### src/design/life_automaton_generation_unit_assert.svh
// assertion macros for the life automaton generation unit
`ifndef LIFE_AUTOMATON_GENERATION_UNIT_ASSERT_SVH
`define LIFE_AUTOMATON_GENERATION_UNIT_ASSERT_SVH

`ifndef NO_ASSERTIONS

// condition must hold in the same cycle as the trigger
`define LIFEGEN_ASSERT_HOLD(lbl, clk_s, rst_s, ante, cons, msg) \
    lbl: assert property (@(posedge clk_s) disable iff (!rst_s) (ante) |-> (cons)) \
        else $error(msg);

// condition must hold in the cycle after the trigger
`define LIFEGEN_ASSERT_NEXT(lbl, clk_s, rst_s, ante, cons, msg) \
    lbl: assert property (@(posedge clk_s) disable iff (!rst_s) (ante) |=> (cons)) \
        else $error(msg);

`else

`define LIFEGEN_ASSERT_HOLD(lbl, clk_s, rst_s, ante, cons, msg)
`define LIFEGEN_ASSERT_NEXT(lbl, clk_s, rst_s, ante, cons, msg)

`endif

`endif

### src/design/lifegen_pkg.sv
package lifegen_pkg;

    // grid limits
    localparam int MAX_COLS   = 64;
    localparam int MAX_ROWS   = 64;
    localparam int CELL_COUNT = MAX_COLS * MAX_ROWS;

    // derived widths
    localparam int COL_W  = $clog2(MAX_COLS);
    localparam int ROW_W  = $clog2(MAX_ROWS);
    localparam int COLS_W = $clog2(MAX_COLS + 1);
    localparam int ROWS_W = $clog2(MAX_ROWS + 1);
    localparam int ADDR_W = $clog2(CELL_COUNT);

    // configuration port
    localparam int CFG_W      = 7;
    localparam int CFG_ADDR_W = 1;
    localparam logic [CFG_ADDR_W-1:0] REG_GRID_COLS = CFG_ADDR_W'(0);
    localparam logic [CFG_ADDR_W-1:0] REG_GRID_ROWS = CFG_ADDR_W'(1);
    localparam logic [CFG_W-1:0]      SIZE_RESET    = CFG_W'(50);

    // rule constants
    localparam int MIN_SIZE    = 3;
    localparam int BIRTH_COUNT = 3;
    localparam int SURVIVE_MIN = 2;

    typedef logic [MAX_COLS-1:0] row_t;

    typedef enum logic [1:0] {
        CMD_WRITE = 2'd0,
        CMD_READ  = 2'd1,
        CMD_STEP  = 2'd2,
        CMD_NOP   = 2'd3
    } cmd_t;

    typedef struct packed {
        logic              en;
        logic [ADDR_W-1:0] addr;
        logic              data;
    } ram_wr_t;

    typedef struct packed {
        logic              en;
        logic [ADDR_W-1:0] addr;
    } ram_rd_t;

endpackage

### src/design/lifegen_rule.sv
module lifegen_rule
    import lifegen_pkg::*;
(
    input  row_t              row_up,
    input  row_t              row_mid,
    input  row_t              row_dn,
    input  logic [COL_W-1:0]  col,
    input  logic [COLS_W-1:0] cols,
    output logic              alive_next
);

    logic [COL_W-1:0] col_l;
    logic [COL_W-1:0] col_r;
    logic [3:0]       nbr_cnt;
    logic             self_alive;

    // wrapped neighbor columns
    always_comb
    begin
        col_l = (col == '0) ? COL_W'(cols - 1'b1) : col - 1'b1;
        col_r = ((COLS_W'(col) + 1'b1) == cols) ? '0 : col + 1'b1;
    end

    // neighbor count and birth / survival rule
    always_comb
    begin
        nbr_cnt = 4'(row_up[col_l]) + 4'(row_up[col]) + 4'(row_up[col_r])
                + 4'(row_mid[col_l]) + 4'(row_mid[col_r])
                + 4'(row_dn[col_l]) + 4'(row_dn[col]) + 4'(row_dn[col_r]);
        self_alive = row_mid[col];
        alive_next = (nbr_cnt == 4'(BIRTH_COUNT))
                  || (self_alive && (nbr_cnt == 4'(SURVIVE_MIN)));
    end

endmodule

### config.mk
export PLATFORM = sky130hd
export DESIGN_NAME = lifegen_rule
export DESIGN_NICKNAME = d
export VERILOG_FILES = /design/src/design/life_automaton_generation_unit_assert.svh /design/src/design/lifegen_pkg.sv /design/src/design/lifegen_rule.sv
export SDC_FILE = /design/constraint.sdc
export NUM_CORES = 1
export LEC_CHECK = 0
export ABC_CLOCK_PERIOD_IN_PS = 12900
export BUFFER_PORTS_ARGS = -buffer_cell sky130_fd_sc_hd__buf_2
export CORE_MARGIN = 1.5
export CORE_UTILIZATION = 54
export DETAILED_ROUTE_END_ITERATION = 6
export GPL_TIMING_DRIVEN = 0
export PLACE_DENSITY = 0.95
export REMOVE_ABC_BUFFERS = 1
export SLEW_MARGIN = 5
export SYNTH_ARGS = -nofsm -noshare
export SYNTH_HDL_FRONTEND = slang
export SYNTH_SLANG_ARGS = --single-unit
### constraint.sdc
create_clock -name vclk -period 12.9
set_input_delay 1.935 -clock vclk [all_inputs]
set_output_delay 1.935 -clock vclk [all_outputs]
set_load 0.02 [all_outputs]
==> results.py, run 1 <==
metrics = {
    "floorplan": {
        "core_mm2": 0.0103,
        "placement_rows": 37,
        "ioPinCount": 206,
        "fp.dieW_um": 106,
        "start_util_pct": 55.9,
        "die_h_um": 106,
        "dieArea_mm2": 0.0113,
    },
    "route": {
        "wl_per_cell_um": 25.7,
        "vias_per_cell": 7.65,
        "drt_wl_total_um": 21400,
        "num_vias": 6365,
        "ant_nets": 0,
        "drc_errors": 0,
        "first_pass_iters": 6,
        "drtIter0Drc": 869,
    },
    "worst_setup_path": {
        "cp_data_required_time_ns": 10.97,
        "critPathTopFamily": "adder cells",
        "critPathKind": "in -> out",
        "slowest_delay_ns": 0.75,
        "worstPathArrival_ns": 9.40,
        "crit_top_cell": "fa_1",
        "slowest_stage": "mux2i_4",
        "path_buf_inv": 6,
        "critPathMaxFanout": 53,
        "crit_path_start_kind": "primary input",
        "crit_chain": "buf_6, inv_2, ha_2, nor4b_1, nand2b_1, mux2i_4, ha_2, buf_12, mux4_2, mux2i_1, mux2i_1, a22oi_1, nand2_1, fa_1, inv_1, fa_1, fa_1, inv_1, ha_1, fa_1, o21ai_0, o211a_1, buf_2",
        "end_kind": "output port",
    },
    "flow_run": {
        "drv_cap": 1,
    },
    "synthesis": {
        "yosys.area.top_type_share_pct": 52.7,
        "synthTopCellsByArea": "mux4_2 (53%), mux2i_1 (9.7%), nand2_1 (2.7%), a21oi_1 (2.2%), o21ai_0 (1.9%)",
        "synth.cell_area_mm2": 0.00577,
        "synth.avg_cell_area_um2": 10.7,
        "synth_seq_area_share_pct": 0,
        "synth.distinct_cells": 67,
        "yosysWarnings": 0,
        "postSynthCellCount": 540,
        "yosysTopAreaCell": "mux4_2",
    },
    "timing": {
        "setup_violations": 0,
        "fmax_mhz": 88.2,
        "rsz0062_at_grt": "no",
        "tns_ns": 0,
        "hold_viol": 0,
        "timing.final.crit_share_pct": 87.8,
        "slew_headroom_pct": -1.14,
        "maxSlewViolCount": 15,
        "tightest_slew_ns": 1.51,
        "fin_crit_ns": 11.33,
    },
    "placed_design": {
        "dp.cells": 831,
        "place_area_mm2": 0.00695,
        "place_hpwl_um": 16200,
        "place_congestion": 0.917,
        "port_buffers": 206,
    },
    "final_layout": {
        "mostFrequentLayoutCells": "buf_2 (205), mux4_2 (135), mux2i_1 (55)",
        "fin_nets": 912,
        "seq_area_um2": 0,
        "final_util_pct": 67.4,
        "layout_commonest_cell": "buf_2",
        "postLayoutCellArea_mm2": 0.00696,
        "final_cells": 832,
        "clock_buffers": 0,
        "n_fill_cell": 791,
        "synthToLayoutAreaGrowth_pct": 20.6,
        "layout-drive-gt1-share_pct": 53.5,
        "seq_cell_count": 0,
    },
    "min_path": {
        "hp-class": "in -> out",
    },
    "global_routing": {
        "grt_max_degree": 54,
        "first_global_vias": 6342,
        "use_met1_pct": 49.3,
        "use_met3_pct": 5.89,
        "grt_pass1_wl_um": 33300,
        "grt_use_total_pct": 37.6,
        "use_met2_pct": 63.1,
        "gr-total-overflow": 0,
        "grt.busiest_layer": "met2",
        "antenna_found_initial": 1,
    },
    "power": {
        "p_per_area_mw_per_mm2": 56.8,
        "internal-power_uw": 194,
        "peakVddDrop_mv": 0.0694,
        "p_switching_uw": 202,
        "p_leak_nw": 2.82,
        "clkPwrFrac_pct": 0,
        "sw_frac_of_total_pct": 51.0,
        "seqPwrFrac_pct": 0,
        "pwr-share-comb_pct": 100.0,
    },
    "clock_network": {
        "cts-resized-gates": 0,
        "cts-hold-fix-buffers": 0,
        "post_cts_buffers": 0,
    },
    "run_status": {
        "status": "finished with violations",
        "violations": "capacitance limit, slew limit",
    },
}
[per-stage QoR]
step	setup WS, ns	hold slack (ns)	power (mW)
floorplan	-1.08	4.24	0.248
global placement	-6.49	4.65	0.374
detailed placement	1.62	4.66	0.384
CTS	1.59	4.67	0.388
global route	1.03	4.71	0.423
finish	1.57	4.69	0.395
[layout make-up]
class                      instances  area (um^2)  area share [%]
timing repair buffer             216         1260            18.1
inverter                          14         52.6           0.755
antenna                            1         2.50          0.0360
multi-input combinational        465         5480            78.7
tap                              136          170            2.45
[worst paths after layout]
path / endpoint / slack (ns) / cells after the start / from
hold / removal: alive_next / 4.69 / 4 / col[5]
setup / recovery: alive_next / 1.57 / 23 / col[0]
[synth_stat cells, types with 3 or more instances]
cell type / count
buf_1: 7
fa_1: 4
nand3_1: 10
xnor2_1: 9
nand2_1: 42
o2111ai_1: 5
o311ai_0: 3
nor2b_1: 4
buf_2: 17
o31a_1: 4
nor2_1: 26
a22oi_1: 5
mux4_2: 135
nor3_1: 11
o21ai_0: 22
o31ai_1: 5
and2_1: 5
mux2i_1: 56
a211oi_1: 9
and3_1: 4
mux2_2: 5
o211ai_1: 7
buf_4: 10
xor2_1: 4
clkbuf_1: 26
ha_1: 6
a31oi_1: 8
a21oi_1: 25
inv_1: 13
a311oi_1: 5
[tightest hold or removal path, cell delays in order]
cell and delay (ns):
buf_2 0.19, mux4_2 0.25, o211a_1 0.19, buf_2 0.18
[power groups by stage]
stage / Sequential [mW] / Clock, mW / Combinational (mW)
2_1_floorplan: 0 / 0 / 0.248
3_3_place_gp: 0 / 0 / 0.374
3_5_place_dp: 0 / 0 / 0.384
4_1_cts: 0 / 0 / 0.388
5_1_grt: 0 / 0.0000000104 / 0.423
6_report: 0 / 0.0000000104 / 0.395
[routing by layer]
metal | share of wire (%) | vias to the layer above
met5 | 0 | -
met4 | 4.9 | 0
met3 | 12 | 118
met2 | 48 | 587
met1 | 35 | 3047
li1 | - | 2613
[kinds of logic after synthesis]
| family | synth area share (%) |
|---|---|
| XOR/XNOR | 3.12 |
| AND/OR/NAND/NOR | 10.2 |
| adder cells (fa/ha/maj) | 2.69 |
| AO/OA/AOI/OAI | 14.6 |
| buffers and inverters | 6.03 |
| multiplexers | 63.4 |
No activity file was read; power rests on OpenSTA's default activity.
==> run 2: changes to the inputs <==
- MAX_ROUTING_LAYER: unset -> met4
==> run 2 against run 1 <==
Against the previous run: the run now ends clean; global-route usage up 0.75 points; cell count down 0.12%; count of clock-buffer cells in the layout unchanged; wire length about the same; fmax down 2.4%; core utilization about the same.
==> results.py, run 2 (synthesis results as in run 1) <==
metrics = {
    "run_status": {
        "status": "finished, final reports clean",
    },
    "power": {
        "p_leak_nw": 2.81,
        "clkPwrFrac_pct": 0,
        "p_switching_uw": 202,
        "seqPwrFrac_pct": 0,
        "internal-power_uw": 193,
        "p_per_area_mw_per_mm2": 56.9,
        "peakVddDrop_mv": 0.0682,
        "power_uw": 396,
        "pwr-share-comb_pct": 100.0,
        "sw_frac_of_total_pct": 51.2,
    },
    "final_layout": {
        "seq_cell_count": 0,
        "layout_commonest_cell": "buf_2",
        "antenna_cells": 0,
        "final_util_pct": 67.4,
        "seq_area_um2": 0,
        "n_fill_cell": 779,
        "clock_buffers": 0,
        "synthToLayoutAreaGrowth_pct": 20.6,
        "postLayoutCellArea_mm2": 0.00696,
        "fin_nets": 912,
        "layout-drive-gt1-share_pct": 53.5,
        "mostFrequentLayoutCells": "buf_2 (205), mux4_2 (135), mux2i_1 (55)",
        "final_cells": 831,
    },
    "placed_design": {
        "place_congestion": 0.916,
        "place_ws_ns": 1.32,
        "dp.cells": 831,
        "place_area_mm2": 0.00696,
        "place_hpwl_um": 16200,
        "port_buffers": 206,
    },
    "clock_network": {
        "post_cts_buffers": 0,
        "cts-hold-fix-buffers": 0,
        "cts-resized-gates": 0,
    },
    "timing": {
        "hold_viol": 0,
        "hold_ws_ns": 4.69,
        "setup_violations": 0,
        "fin_crit_ns": 11.61,
        "maxSlewViolCount": 0,
        "tightest_slew_ns": 1.46,
        "timing.final.crit_share_pct": 90.0,
        "fmax_mhz": 86.1,
        "tns_ns": 0,
        "fin_ws_ns": 1.29,
        "slew_headroom_pct": 2.03,
        "rsz0062_at_grt": "no",
    },
    "global_routing": {
        "grt_use_total_pct": 38.4,
        "antenna_found_initial": 0,
        "first_global_vias": 6368,
        "grt_max_degree": 54,
        "gr-total-overflow": 0,
        "grt_pass1_wl_um": 33000,
    },
    "worst_setup_path": {
        "critPathKind": "in -> out",
        "worstPathArrival_ns": 9.68,
        "slowest_delay_ns": 0.68,
        "endpoint": "alive_next",
        "cp_data_required_time_ns": 10.97,
        "critPathMaxFanout": 53,
        "crit_top_cell": "fa_1",
        "critPathLaunch": "col[0]",
        "end_kind": "output port",
        "slowest_stage": "inv_2",
        "crit_path_start_kind": "primary input",
    },
    "min_path": {
        "hp-class": "in -> out",
    },
    "floorplan": {
        "start_util_pct": 55.9,
        "ioPinCount": 206,
        "fp.dieW_um": 106,
        "placement_rows": 37,
        "die_h_um": 106,
        "core_mm2": 0.0103,
        "dieArea_mm2": 0.0113,
    },
    "route": {
        "wl_per_cell_um": 25.8,
        "drtIter0Drc": 1081,
        "drc_errors": 0,
        "ant_nets": 0,
        "first_pass_iters": 6,
        "drt_wl_total_um": 21400,
        "num_vias": 6449,
        "vias_per_cell": 7.76,
    },
    "flow_run": {
        "drv_cap": 0,
    },
}
==> run 2: worst min path at each step <==
| stage | start | slack, ns | cells after the start | end |
|---|---|---|---|---|
| 5_1_grt | col[5] | 4.71 | 4 | alive_next |
| 4_1_cts | col[5] | 4.67 | 4 | alive_next |
| 6_report | col[5] | 4.69 | 4 | alive_next |
| 2_1_floorplan | col[5] | 4.24 | 2 | alive_next |
| 3_3_place_gp | col[5] | 4.66 | 4 | alive_next |
| 3_5_place_dp | col[5] | 4.66 | 4 | alive_next |
==> run 2: metal layers <==
| metal | share of wire, % | vias up | track usage, % |
|---|---|---|---|
| met2 | 47 | 650 | 62.1 |
| met4 | 5.3 | 0 | 16.2 |
| met3 | 13 | 128 | 4.17 |
| li1 | - | 2616 | - |
| met5 | 0 | - | - |
| met1 | 35 | 3055 | 49.5 |
==> run 2: power by group through the flow <==
stage	sequential [mW]	combinational, mW	clock, mW
after floorplan	0	0.248	0
after global placement	0	0.377	0
after detailed placement	0	0.386	0
after CTS	0	0.389	0
after global routing	0	0.422	0
final	0	0.396	0
==> run 2: cell type report <==
cell class | count | area, um^2 | share of cell area (%)
multi-input combinational | 465 | 5480 | 78.7
timing repair buffer | 216 | 1260 | 18.1
tap | 136 | 170 | 2.45
inverter | 14 | 52.6 | 0.755
==> run 2: critical path: cells and delay by family <==
kind,cells,cell delay [ns]
muxes,4,1.29
and+or+nand+nor,3,0.74
adders and majority gates,7,3.06
AOI/OAI and AO/OA,3,0.61
buffers and inverters,8,1.99
